[config.mk]
export PLATFORM = sky130hd
export DESIGN_NAME = window_top_two_and_longest_descent
export DESIGN_NICKNAME = d
export VERILOG_FILES = /design/src/rtl/core/wttd_pkg.sv /design/src/rtl/core/wttd_ctrl.sv /design/src/rtl/core/wttd_dp.sv /design/src/rtl/core/window_top_two_and_longest_descent.sv
export SDC_FILE = /design/constraint.sdc
export NUM_CORES = 1
export LEC_CHECK = 0
export ABC_CLOCK_PERIOD_IN_PS = 7500
export BUFFER_PORTS_ARGS = -buffer_cell sky130_fd_sc_hd__buf_2
export CAP_MARGIN = 20
export CORE_MARGIN = 4
export CORE_UTILIZATION = 28
export CTS_CLUSTER_SIZE = 28
export DETAILED_ROUTE_END_ITERATION = 8
export MAX_ROUTING_LAYER = met4
export PLACE_DENSITY_LB_ADDON = 0.05
export SYNTH_ARGS = -nofsm -noshare
export SYNTH_HDL_FRONTEND = slang
export SYNTH_SLANG_ARGS = --single-unit
[constraint.sdc]
create_clock -name aclk -period 7.5 [get_ports aclk]
set_input_delay 2.25 -clock aclk [delete_from_list [all_inputs] [get_ports aclk]]
set_output_delay 2.25 -clock aclk [all_outputs]
set_load 0.02 [all_outputs]
[src/rtl/core/wttd_pkg.sv]
// ----------------------------------------------------------------------------
// wttd_pkg
// Shared constants, state encoding and controller/datapath interface types
// for the window top-two and longest descent block.
// ----------------------------------------------------------------------------
package wttd_pkg;

    localparam int HIST_DEPTH = 16;
    localparam int SAMPLE_W   = 16;
    localparam int POS_W      = 4;
    localparam int LEN_W      = 5;
    localparam logic [POS_W-1:0] LAST_STEP = POS_W'(HIST_DEPTH - 1);

    // Controller states
    typedef enum logic [1:0] {
        ST_IDLE,
        ST_SCAN,
        ST_WRITE
    } state_t;

    // Commands from controller to datapath
    typedef struct packed {
        logic             accept;    // input transfer this cycle
        logic             step_en;   // one scan step this cycle
        logic             first;     // first scan step
        logic             last;      // last scan step, no neighbor compare
        logic [POS_W-1:0] step;      // index of the entry at tap 0
        logic             load_out;  // move scan results to output register
    } cmd_t;

    // One result item
    typedef struct packed {
        logic                       shifted;
        logic signed [SAMPLE_W-1:0] largest;
        logic [POS_W-1:0]           largest_pos;
        logic signed [SAMPLE_W-1:0] runner_up;
        logic [POS_W-1:0]           run_begin;
        logic [POS_W-1:0]           run_end;
        logic [LEN_W-1:0]           run_length;
    } result_t;

endpackage

[src/rtl/core/wttd_ctrl.sv]
// ----------------------------------------------------------------------------
// wttd_ctrl
// Sequencer: takes one input transfer, steps the datapath through one scan
// of the history, then hands the result to the output register.
// ----------------------------------------------------------------------------
module wttd_ctrl (
    input  logic          aclk,
    input  logic          aresetn,
    input  logic          s_tvalid,
    output logic          s_tready,
    output logic          m_tvalid,
    input  logic          m_tready,
    output wttd_pkg::cmd_t cmd
);

    wttd_pkg::state_t            state_reg, state_next;
    logic [wttd_pkg::POS_W-1:0]  step_reg, step_next;
    logic                        out_valid_reg, out_valid_next;
    logic                        out_free;

    assign out_free = !out_valid_reg || m_tready;

    // Next state
    always_comb begin
        state_next = state_reg;
        case (state_reg)
            wttd_pkg::ST_IDLE: begin
                if (s_tvalid) state_next = wttd_pkg::ST_SCAN;
            end
            wttd_pkg::ST_SCAN: begin
                if (step_reg == wttd_pkg::LAST_STEP) state_next = wttd_pkg::ST_WRITE;
            end
            wttd_pkg::ST_WRITE: begin
                if (out_free) state_next = wttd_pkg::ST_IDLE;
            end
            default: state_next = wttd_pkg::ST_IDLE;
        endcase
    end

    // Outputs and commands
    always_comb begin
        s_tready     = (state_reg == wttd_pkg::ST_IDLE);
        cmd.accept   = (state_reg == wttd_pkg::ST_IDLE) && s_tvalid;
        cmd.step_en  = (state_reg == wttd_pkg::ST_SCAN);
        cmd.first    = (step_reg == '0);
        cmd.last     = (step_reg == wttd_pkg::LAST_STEP);
        cmd.step     = step_reg;
        cmd.load_out = (state_reg == wttd_pkg::ST_WRITE) && out_free;
    end

    // Step counter and output valid
    always_comb begin
        step_next = (state_reg == wttd_pkg::ST_SCAN) ? step_reg + 1'b1 : '0;
        if (cmd.load_out) begin
            out_valid_next = 1'b1;
        end else if (m_tready) begin
            out_valid_next = 1'b0;
        end else begin
            out_valid_next = out_valid_reg;
        end
    end

    assign m_tvalid = out_valid_reg;

    always_ff @(posedge aclk) begin
        if (!aresetn) begin
            state_reg     <= wttd_pkg::ST_IDLE;
            step_reg      <= '0;
            out_valid_reg <= 1'b0;
        end else begin
            state_reg     <= state_next;
            step_reg      <= step_next;
            out_valid_reg <= out_valid_next;
        end
    end

endmodule

[src/rtl/core/wttd_dp.sv]
// ----------------------------------------------------------------------------
// wttd_dp
// History shift line, previous-sample register and the scan unit. During a
// scan the history rotates one place per cycle so that taps 0 and 1 always
// show the current entry and its neighbor.
// ----------------------------------------------------------------------------
module wttd_dp (
    input  logic                          aclk,
    input  logic                          aresetn,
    input  wttd_pkg::cmd_t                cmd,
    input  logic [wttd_pkg::SAMPLE_W-1:0] sample,
    output wttd_pkg::result_t             result
);

    localparam int SW = wttd_pkg::SAMPLE_W;
    localparam int PW = wttd_pkg::POS_W;
    localparam int LW = wttd_pkg::LEN_W;

    logic [SW-1:0] hist_reg [wttd_pkg::HIST_DEPTH];
    logic [SW-1:0] prev_reg;
    logic          started_reg;
    logic          do_shift;

    // Scan accumulators
    logic [SW-1:0] best_reg, best_next;
    logic [PW-1:0] best_pos_reg, best_pos_next;
    logic [SW-1:0] second_reg, second_next;
    logic          second_ok_reg, second_ok_next;
    logic [LW-1:0] run_reg, run_next;
    logic [LW-1:0] longest_reg, longest_next;
    logic [PW-1:0] rb_reg, rb_next;
    logic [PW-1:0] re_reg, re_next;
    logic          shifted_reg;
    wttd_pkg::result_t res_reg;

    logic [SW-1:0] tap0, tap1;
    logic [LW-1:0] run_base, longest_base, run_inc, rb_calc;
    logic [PW-1:0] rb_base, re_base;

    assign do_shift = cmd.accept && started_reg && (sample != prev_reg);
    assign tap0     = hist_reg[0];
    assign tap1     = hist_reg[1];

    // History: shift in on a differing sample, rotate during the scan
    always_ff @(posedge aclk) begin
        if (!aresetn) begin
            for (int i = 0; i < wttd_pkg::HIST_DEPTH; i++) hist_reg[i] <= '0;
        end else if (do_shift) begin
            hist_reg[0] <= sample;
            for (int i = 1; i < wttd_pkg::HIST_DEPTH; i++) hist_reg[i] <= hist_reg[i-1];
        end else if (cmd.step_en) begin
            hist_reg[wttd_pkg::HIST_DEPTH-1] <= hist_reg[0];
            for (int i = 0; i < wttd_pkg::HIST_DEPTH - 1; i++) hist_reg[i] <= hist_reg[i+1];
        end
    end

    // Previous sample and start flag
    always_ff @(posedge aclk) begin
        if (!aresetn) begin
            prev_reg    <= '0;
            started_reg <= 1'b0;
        end else if (cmd.accept) begin
            prev_reg    <= sample;
            started_reg <= 1'b1;
        end
    end

    // One scan step: top two and run tracking
    always_comb begin
        run_base     = cmd.first ? LW'(1) : run_reg;
        longest_base = cmd.first ? LW'(1) : longest_reg;
        rb_base      = cmd.first ? '0 : rb_reg;
        re_base      = cmd.first ? '0 : re_reg;
        run_inc      = run_base + 1'b1;
        rb_calc      = {1'b0, cmd.step} + LW'(1) - run_base;

        if (cmd.first) begin
            best_next      = tap0;
            best_pos_next  = '0;
            second_next    = second_reg;
            second_ok_next = 1'b0;
        end else if ($signed(tap0) > $signed(best_reg)) begin
            best_next      = tap0;
            best_pos_next  = cmd.step;
            second_next    = best_reg;
            second_ok_next = 1'b1;
        end else begin
            best_next      = best_reg;
            best_pos_next  = best_pos_reg;
            second_ok_next = 1'b1;
            if (!second_ok_reg || ($signed(tap0) > $signed(second_reg))) begin
                second_next = tap0;
            end else begin
                second_next = second_reg;
            end
        end

        run_next     = run_base;
        longest_next = longest_base;
        rb_next      = rb_base;
        re_next      = re_base;
        if (!cmd.last) begin
            if ($signed(tap0) > $signed(tap1)) begin
                run_next = run_inc;
                if (run_inc > longest_base) begin
                    longest_next = run_inc;
                    rb_next      = rb_calc[PW-1:0];
                    re_next      = cmd.step + 1'b1;
                end
            end else begin
                run_next = LW'(1);
            end
        end
    end

    always_ff @(posedge aclk) begin
        if (cmd.accept) shifted_reg <= do_shift;
        if (cmd.step_en) begin
            best_reg      <= best_next;
            best_pos_reg  <= best_pos_next;
            second_reg    <= second_next;
            second_ok_reg <= second_ok_next;
            run_reg       <= run_next;
            longest_reg   <= longest_next;
            rb_reg        <= rb_next;
            re_reg        <= re_next;
        end
    end

    // Output register
    always_ff @(posedge aclk) begin
        if (cmd.load_out) begin
            res_reg.shifted     <= shifted_reg;
            res_reg.largest     <= best_reg;
            res_reg.largest_pos <= best_pos_reg;
            res_reg.runner_up   <= second_reg;
            res_reg.run_begin   <= rb_reg;
            res_reg.run_end     <= re_reg;
            res_reg.run_length  <= longest_reg;
        end
    end

    assign result = res_reg;

endmodule

[src/rtl/core/window_top_two_and_longest_descent.sv]
// ----------------------------------------------------------------------------
// window_top_two_and_longest_descent
// Sample history with top-two and longest strictly decreasing run report.
// ----------------------------------------------------------------------------
// Usage:
//   s_ channel: one signed sample per transfer. If it differs from the
//   previous sample (and is not the first since reset) it enters the
//   16-entry history at index 0.
//   m_ channel: one result per input transfer: maximum and its first index,
//   runner-up, and the first longest decreasing run (begin, end, length).
//   After an input transfer the sequencer scans the history (one entry per
//   cycle through the rotating shift line), then loads the output register,
//   which raises m_tvalid. The sequencer takes the sample in its idle state,
//   then scans and writes; it takes no new sample until the write is done.
//   s_tready is high only while the sequencer is idle. The output register
//   lets the next item be taken while a result waits; if m_tready stays low
//   the sequencer holds its finished scan until the register frees.
//   Reset: history, previous sample and start flag clear; no result pending.
// ----------------------------------------------------------------------------
module window_top_two_and_longest_descent (
    input  logic        aclk,
    input  logic        aresetn,
    input  logic        s_tvalid,
    output logic        s_tready,
    input  logic [15:0] s_tdata,   // [15:0] sample
    output logic        m_tvalid,
    input  logic        m_tready,
    output logic [55:0] m_tdata,   // [15:0] largest, [19:16] largest_pos,
                                   // [35:20] runner_up, [39:36] run_begin,
                                   // [43:40] run_end, [48:44] run_length, rest 0
    output logic [0:0]  m_tuser    // [0] shifted
);

    wttd_pkg::cmd_t    cmd;
    wttd_pkg::result_t result;

    wttd_ctrl u_ctrl (
        .aclk     (aclk),
        .aresetn  (aresetn),
        .s_tvalid (s_tvalid),
        .s_tready (s_tready),
        .m_tvalid (m_tvalid),
        .m_tready (m_tready),
        .cmd      (cmd)
    );

    wttd_dp u_dp (
        .aclk    (aclk),
        .aresetn (aresetn),
        .cmd     (cmd),
        .sample  (s_tdata),
        .result  (result)
    );

    // Pack result fields
    assign m_tdata = {7'd0, result.run_length, result.run_end, result.run_begin,
                      result.runner_up, result.largest_pos, result.largest};
    assign m_tuser = result.shifted;

`ifndef SYNTHESIS
    // An accepted sample always starts a scan on the next cycle
    assert property (@(posedge aclk) disable iff (!aresetn)
        (s_tvalid && s_tready) |=> (cmd.step_en && cmd.first && !s_tready))
        else $error("scan did not start after input transfer");

    // Output register is never overwritten while a result is still pending
    assert property (@(posedge aclk) disable iff (!aresetn)
        cmd.load_out |-> (!m_tvalid || m_tready))
        else $error("output register loaded over a pending result");

    // The last scan step is followed by the write phase, not another step
    assert property (@(posedge aclk) disable iff (!aresetn)
        (cmd.step_en && cmd.last) |=> (!cmd.step_en && !s_tready))
        else $error("scan overran the history");
`endif

endmodule
==> out/qor.yml, run 1 <==
setup_slack_ns: 2.24
worstPathArrival_ns: 5.54
run_status: "finished clean"
crit_family: "simple AND/OR/NAND/NOR gates"
hold_viol: 0
gp_congestion: 0.716
place_ws_ns: 1.59
period_needed_ns: 5.26
critPathMaxFanout: 60
cp_slowest_cell: "nand3_2"
seq_area_frac_synth: 0.650
die_w_um: 256
fin_area_um2: 19900
core.rowCount: 90
rsz0062_at_grt: "false"
cts_buffers: 46
timing.final.crit_share: 0.701
maxSlewViolCount: 0
postSynthAreaPerCell_um2: 13.1
slew_headroom: 0.334
postRouteAntennaNets: 0
grt_max_degree: 102
finalPower_uw: 5390
cp_num_buf_inv: 3
syn_area_um2: 17200
diodes: 0
remaining_drc_errors: 0
antenna_found_initial: 1
final_cell_mix: "edfxtp_1 (346), nand2_1 (221), a22o_1 (164), a21boi_0 (100), buf_2 (70)"
critPathRequiredTime_ns: 7.78
ir_worst_vdd_mv: 0.152
wl_per_cell_um: 19.9
grt_pass1_vias: 10837
portBuffers: 71
max_freq_mhz: 190
syn2layout_area_growth_pct: 15.5
drive_gt1_frac: 0.127
yosys_warnings: 0
cp-end-kind: "flip-flop"
p_sw_uw: 1330
grt_pass1_wl_um: 66700
seqPwrFrac: 0.502
swShare: 0.247
tightest_slew_ns: 0.997
overflow: 0
initial_core_util: 0.284
fin_worst_skew_ns: 0.0128
cts_tree: "built"
synth_edf_count: 346
vias: 10458
gr-usage-all-layers: 0.133
crit_chain: "buf_2 > nand2_1 > clkinv_1 > nand3_2 > nand3_4 > buf_12"
ios: 79
crit_start: "s_tvalid"
final_common_cell: "edfxtp_1"
max_cap_viol_count: 0
clock-root-buffer: "clkbuf_16"
drt_iter0_drc: 520
fin_setup_tns_ns: 0
synth-seq-cells: 386
r2r_start: "u_ctrl.state_reg[0]$_SDFFE_PN0P_"
synth_flop_cell: "edfxtp_1"
hold-worst-slack_ns: 0.419
clock_path_buffers: 3
synth.distinct_cells: 51
nNetsFinal: 1440
clkTransAtPathRegs_ns: 0.06
ctsResizeCount: 0
die_h_um: 256
power_leakage_uw: 0.00754
crit_type: "in2reg"
coreArea_um2: 60600
totalWireLength_um: 43400
cp-start-kind: "input port"
min_path_type: "reg2reg"
dpl.hpwl_um: 27400
p_clk_frac: 0.408
min-delay-start: "u_dp.best_pos_reg[1]$_SDFFCE_PP0P_"
die_area_um2: 65600
synthArstFlopShare: 0
drt_pass1_iterations: 5
slowest_delay_ns: 0.72
syn_inst: 1313
cts_max_level: 2
largest_reg_flops: 256
hold_buffers: 0
post-cts-setup-buffers: 0
cts_num_sinks: 386
via_per_inst: 4.79
place_area_um2: 18400
power_density_nw_per_um2: 271
p_int_uw: 4060
combinationalPowerShare: 0.089
setup_viol: 0
clk_latency_ns: 0.57
stage by stage:
step / std cells / util
final: 2182 / 0.328
after CTS: 2182 / 0.328
after global placement: 2096 / 0.304
after floorplan: 1319 / -
after global routing: 2182 / 0.328
after detailed placement: 2097 / 0.304
power by group through the flow:
stage	clock, uW	sequential (uW)	combinational, uW
2_1_floorplan	0	2690	371
3_3_place_gp	0	2760	490
3_5_place_dp	0	2760	495
4_1_cts	2300	2720	497
5_1_grt	2370	2730	548
6_report	2200	2710	482
routing by layer:
metal,vias up,part of all wire,GRT usage
met3,79,0.030,0.0209
met5,-,0,-
met4,0,0.026,0.0401
li1,4990,-,-
met2,141,0.48,0.216
met1,5248,0.46,0.172
final cells by class:
cell class / instances / area [um2]
Fill cell: 6068 / 40700
Sequential cell: 386 / 11200
Multi-Input combinational cell: 778 / 5460
Clock buffer: 65 / 1310
Tap cell: 782 / 978
Timing Repair Buffer: 88 / 556
Inverter: 63 / 238
Clock inverter: 20 / 169
worst paths after layout:
kind	slack [ns]	to	cells after the start
min reg2reg	0.42	u_dp.result[30]$_DFFE_PP_	0
max reg2reg	3.43	u_dp.hist_reg[1][10]$_DFFE_PP_	7
max	2.24	u_dp.hist_reg[0][30]$_SDFFCE_PN0P_	6
min	0.42	u_dp.result[30]$_DFFE_PP_	0
synth_stat cells (8+ instances only):
cell type  instances  area share
nand3_1           11      0.0032
nor2_1            20      0.0044
mux2i_1           28       0.016
nand2_1          221       0.048
inv_1             62       0.014
buf_2             12      0.0035
dfxtp_1           40       0.046
a22o_1           164       0.083
a21boi_0         100       0.044
ha_1              56       0.041
nand4_1           13      0.0047
o21ai_0           27      0.0078
clkbuf_1          67       0.015
a21oi_1           33      0.0096
mux2_2             8      0.0052
edfxtp_1         346        0.60
xor2_1            22       0.011
mux2_4             9      0.0078
logic make-up (layout without fill, tap and decap cells):
| group | Yosys count | after routing | synth area share |
|---|---|---|---|
| AOI/OAI and AO/OA | 345 | 345 | 0.154 |
| xor gates and xnor gates | 25 | 25 | 0.0127 |
| adders and majority gates | 57 | 57 | 0.0418 |
| buffers and inverters | 155 | 236 | 0.0380 |
| DFF | 386 | 386 | 0.650 |
| muxes | 45 | 45 | 0.0293 |
| other | 1 | 7 | 0.000218 |
| and+or+nand+nor | 299 | 299 | 0.0742 |
No activity file was read; power rests on OpenSTA's default activity.
==> run 2, diff against run 1 <==
--- a/config.mk
+++ b/config.mk
@@ -5,7 +5,7 @@
 export SDC_FILE = /design/constraint.sdc
 export NUM_CORES = 1
 export LEC_CHECK = 0
-export ABC_CLOCK_PERIOD_IN_PS = 7500
+export ABC_CLOCK_PERIOD_IN_PS = 4500
 export BUFFER_PORTS_ARGS = -buffer_cell sky130_fd_sc_hd__buf_2
 export CAP_MARGIN = 20
 export CORE_MARGIN = 4
==> constraint.sdc (replaced) <==
create_clock -name aclk -period 4.5 [get_ports aclk]
set_input_delay 1.35 -clock aclk [delete_from_list [all_inputs] [get_ports aclk]]
set_output_delay 1.35 -clock aclk [all_outputs]
set_load 0.02 [all_outputs]
==> out/qor.yml, run 2 (synthesized netlist as in run 1, its figures left out) <==
grt_pass1_vias: 10842
cp-start-kind: "flip-flop"
hold_buffers: 0
gp_congestion: 0.704
setup_viol: 0
nNetsFinal: 1456
clkTransAtPathRegs_ns: 0.06
die_area_um2: 65600
fin_worst_skew_ns: 0.0257
seqPwrFrac: 0.501
postRouteAntennaNets: 0
crit_type: "reg2reg"
worstHoldPathCells: 0
timing.final.crit_share: 0.812
syn2layout_area_growth_pct: 16.1
tightest_slew_ns: 0.778
final_cell_mix: "edfxtp_1 (346), nand2_1 (221), a22o_1 (164), a21boi_0 (100), buf_2 (70)"
rsz0062_at_grt: "false"
diodes: 0
via_per_inst: 4.80
portBuffers: 71
multi_input_area_um2: 5460
cts_max_level: 2
drive_gt1_frac: 0.138
coreArea_um2: 60600
wl_per_cell_um: 19.8
overflow: 0
final_common_cell: "edfxtp_1"
cts_num_sinks: 386
combinationalPowerShare: 0.095
p_clk_frac: 0.404
hold_viol: 0
totalWireLength_um: 43600
slew_headroom: 0.482
run_status: "finished clean"
cp-end-kind: "flip-flop"
critPathRequiredTime_ns: 4.80
p_int_uw: 6730
gr-usage-all-layers: 0.134
clock_path_buffers: 3
fin_cells: 2198
grt_max_degree: 113
core.rowCount: 90
power_density_nw_per_um2: 449
die_h_um: 256
power_leakage_uw: 0.00762
cts_tree: "built"
max_cap_viol_count: 0
place_inst: 2113
remaining_drc_errors: 0
maxSlewViolCount: 0
largest_reg_flops: 256
post-cts-setup-buffers: 0
clk_latency_ns: 0.58
fillers: 6085
max_freq_mhz: 274
drt_pass1_iterations: 6
ir_worst_vdd_mv: 0.236
ios: 79
period_needed_ns: 3.65
clock-root-buffer: "clkbuf_16"
swShare: 0.249
ctsResizeCount: 0
cts_buffers: 46
grt_pass1_wl_um: 67600
critPathMaxFanout: 9
antenna_found_initial: 0
min_path_type: "reg2reg"
die_w_um: 256
rr_worst_depth: 8
register_area_um2: 11200
dpl.hpwl_um: 28000
fin_setup_tns_ns: 0
vias: 10540
initial_core_util: 0.284
fin_util: 0.330
finalPower_uw: 8970
worstPathArrival_ns: 3.96
p_sw_uw: 2240
drt_iter0_drc: 571
==> run 2: per-stage QoR <==
step	hold slack [ns]	worst slack [ns]	instance area, um2
final	0.422	0.847	20000
after global placement	0.417	0.671	18500
after detailed placement	0.415	0.763	18500
after CTS	0.428	0.738	20000
after global routing	0.438	0.518	20000
after floorplan	0.400	-0.0874	17300
==> run 2: cell type report <==
type / count / area share
well taps: 782 / 0.0489
clock buffers: 68 / 0.0637
clock inverters: 17 / 0.00870
flip-flops and latches: 386 / 0.560
inverters: 63 / 0.0119
repair buffers: 104 / 0.0340
multi-input cells: 778 / 0.273
==> run 2: final timing paths <==
check / startpoint / end / slack, ns
setup / recovery: u_dp.hist_reg[0][11]$_DFFE_PP_ / u_dp.re_reg[2]$_DFFE_PP_ / 0.85
setup reg to reg: u_dp.hist_reg[0][11]$_DFFE_PP_ / u_dp.re_reg[2]$_DFFE_PP_ / 0.85
hold / removal: u_dp.best_pos_reg[1]$_SDFFCE_PP0P_ / u_dp.result[30]$_DFFE_PP_ / 0.42
hold reg to reg: u_dp.best_pos_reg[1]$_SDFFCE_PP0P_ / u_dp.result[30]$_DFFE_PP_ / 0.42
==> run 2: power groups by stage <==
stage / clock (uW) / sequential [uW] / combinational (uW)
after floorplan: 0 / 4470 / 618
after global placement: 0 / 4580 / 869
after detailed placement: 0 / 4570 / 873
after CTS: 3780 / 4500 / 877
after global routing: 3930 / 4530 / 960
final: 3630 / 4490 / 851
==> run 2: critical path, stage by stage (launching register included) <==
cell      delay [ns]
edfxtp_1        0.65
ha_1            0.42
nand2_1         0.14
nor4_2          0.57
o21ai_0         0.35
and4_4          0.32
nor4_4          0.49
buf_4           0.31
mux2i_1         0.10
==> run 2: routing by layer <==
layer	routed length (um)	vias up	GRT usage
li1	-	5032	-
met1	20100	5316	0.176
met2	21100	130	0.217
met5	0	-	-
met4	968	0	0.0379
met3	1400	62	0.0211
==> run 3, diff against run 2 <==
--- a/config.mk
+++ b/config.mk
@@ -5,7 +5,8 @@
 export SDC_FILE = /design/constraint.sdc
 export NUM_CORES = 1
 export LEC_CHECK = 0
-export ABC_CLOCK_PERIOD_IN_PS = 4500
+export ABC_AREA = 1
+export ABC_CLOCK_PERIOD_IN_PS = 3100
 export BUFFER_PORTS_ARGS = -buffer_cell sky130_fd_sc_hd__buf_2
 export CAP_MARGIN = 20
 export CORE_MARGIN = 4
==> constraint.sdc (replaced) <==
create_clock -name aclk -period 3.1 [get_ports aclk]
set_input_delay 0.93 -clock aclk [delete_from_list [all_inputs] [get_ports aclk]]
set_output_delay 0.93 -clock aclk [all_outputs]
set_load 0.02 [all_outputs]
==> out/qor.yml, run 3 <==
initial_core_util: 0.282
synth.most_common_cell: "edfxtp_1"
via_per_inst: 4.66
coreArea_um2: 64300
grt_pass1_vias: 12180
remaining_drc_errors: 0
cts_max_level: 2
place_area_um2: 19700
setup_slack_ns: 0.224
fillers: 6489
fin_worst_skew_ns: 0.0305
p_clk_frac: 0.417
synth_edf_count: 346
p_sw_uw: 3490
seq_area_frac_synth: 0.617
cts_num_sinks: 386
hold_viol: 0
muxShareOfSynthArea: 0.00931
vias: 12463
place_ws_ns: 0.234
drt_pass1_iterations: 7
max_freq_mhz: 348
multi_input_area_um2: 5700
yosysTopAreaCellShare: 0.573
power_leakage_uw: 0.00811
nNetsFinal: 1856
worstHoldPathCells: 0
min_path_type: "reg2reg"
clk_latency_ns: 0.59
r2r_start: "u_ctrl.step_reg[1]$_SDFF_PN0_"
cts_buffers: 47
die_h_um: 263
swShare: 0.260
fin_area_um2: 21200
yosys_warnings: 0
crit_type: "reg2reg"
drive_gt1_frac: 0.156
overflow: 0
antenna_found_initial: 3
syn2layout_area_growth_pct: 17.1
register_area_um2: 11200
rr_worst_depth: 17
finalPower_uw: 13400
place_inst: 2585
final_cell_mix: "edfxtp_1 (346), nand2_1 (259), nand3_1 (204), inv_1 (201), a21oi_1 (112)"
period_needed_ns: 2.88
combinationalPowerShare: 0.109
worstPathArrival_ns: 3.20
ctsResizeCount: 0
final_common_cell: "edfxtp_1"
crit_start: "u_ctrl.step_reg[1]$_SDFF_PN0_"
wl_per_cell_um: 17.8
cts_tree: "built"
largest_reg_flops: 256
synth_compound_area_frac: 0.110
run_status: "finished clean"
cp-end-kind: "flip-flop"
synthTopCellsByArea: "edfxtp_1 (57%), nand3_1 (5.7%), nand2_1 (5.4%)"
setup_viol: 0
yosys.area.top_type: "edfxtp_1"
syn_area_um2: 18100
grt_max_degree: 130
cp-start-kind: "flip-flop"
clock_path_buffers: 3
core.rowCount: 93
gr-usage-all-layers: 0.139
seqPwrFrac: 0.474
critPathRequiredTime_ns: 3.42
synth_top_family_by_area: "simple AND/OR/NAND/NOR gates"
clkTransAtPathRegs_ns: 0.06
die_w_um: 263
hold_buffers: 0
max_cap_viol_count: 0
totalWireLength_um: 47500
hold-worst-slack_ns: 0.424
tightest_slew_ns: 0.677
ios: 79
synthAdderAreaFrac: 0.0397
post-cts-setup-buffers: 0
fin_cells: 2674
synth.distinct_cells: 39
clock-root-buffer: "clkbuf_16"
p_int_uw: 9950
gp_congestion: 0.746
postRouteAntennaNets: 0
postSynthAreaPerCell_um2: 10.5
timing.final.crit_share: 0.928
power_density_nw_per_um2: 633
grt_pass1_wl_um: 74500
synth_flop_cell: "edfxtp_1"
maxSlewViolCount: 0
dpl.hpwl_um: 29400
slew_headroom: 0.548
synth_common_cells: "edfxtp_1 (346), nand2_1 (262), nand3_1 (205), inv_1 (201), a21oi_1 (113)"
drt_iter0_drc: 984
portBuffers: 71
synth-seq-cells: 386
synthArstFlopShare: 0
min-delay-start: "u_dp.shifted_reg$_DFFE_PP_"
critPathMaxFanout: 13
ir_worst_vdd_mv: 0.404
synth_xor_area_frac: 0.00862
yosys.area_share.simple: 0.142
syn_inst: 1721
die_area_um2: 68900
==> run 3: power by group through the flow <==
stage | sequential (uW) | combinational [uW] | clock, uW
floorplan | 6390 | 1020 | 0
global placement | 6480 | 1480 | 0
detailed placement | 6480 | 1490 | 0
CTS | 6380 | 1500 | 5830
global route | 6410 | 1680 | 6030
finish | 6370 | 1470 | 5610
==> run 3: metal layers <==
layer | part of all wire | wire length, um | GRT usage | vias to the layer above
met2 | 0.45 | 21600 | 0.216 | 242
met5 | 0 | 0 | - | -
met1 | 0.49 | 23100 | 0.191 | 6043
met4 | 0.021 | 981 | 0.0329 | 0
li1 | - | - | - | 6115
met3 | 0.038 | 1820 | 0.0233 | 63
==> run 3: logic make-up after synthesis <==
group / count (synthesis)
multiplexers: 15
other: 1
flip-flops: 386
buffers and inverters: 322
adder cells (fa/ha/maj): 57
AO/OA/AOI/OAI: 341
XOR/XNOR: 17
AND/OR/NAND/NOR: 582
==> run 3: area by class of cell <==
class	count	share of cell area
Multi-Input combinational cell	1019	0.268
Timing Repair Buffer	118	0.0442
Inverter	207	0.0368
Tap cell	855	0.0504
Clock buffer	63	0.0606
Sequential cell	386	0.527
Antenna cell	1	0.000118
Clock inverter	25	0.0124
==> run 3: path summary, 6_finish.rpt <==
check                                        to  slack [ns]
setup reg to reg  u_dp.longest_reg[2]$_DFFE_PP_        0.22
hold reg to reg       u_dp.result[49]$_DFFE_PP_        0.42
hold / removal        u_dp.result[49]$_DFFE_PP_        0.42
setup / recovery  u_dp.longest_reg[2]$_DFFE_PP_        0.22
==> run 3: worst max-delay path, cell delays in order, from the launching register on <==
cell	delay (ns)
dfxtp_1	0.33
inv_1	0.10
ha_1	0.25
nand2_2	0.09
nor2_4	0.16
nor2_4	0.06
nor2_2	0.11
nand2_2	0.10
nor2_4	0.10
xor2_2	0.09
ha_1	0.31
nand2_1	0.08
nor3_1	0.24
a2bb2oi_2	0.20
nand3_2	0.08
buf_4	0.20
nand2_1	0.06
nand2_1	0.05
==> run 3: per-stage QoR <==
stage	util	TNS, ns
finish	0.330	0
global route	0.330	-0.00750
CTS	0.330	0
detailed placement	0.306	0
global placement	0.306	0
floorplan	-	-134.28
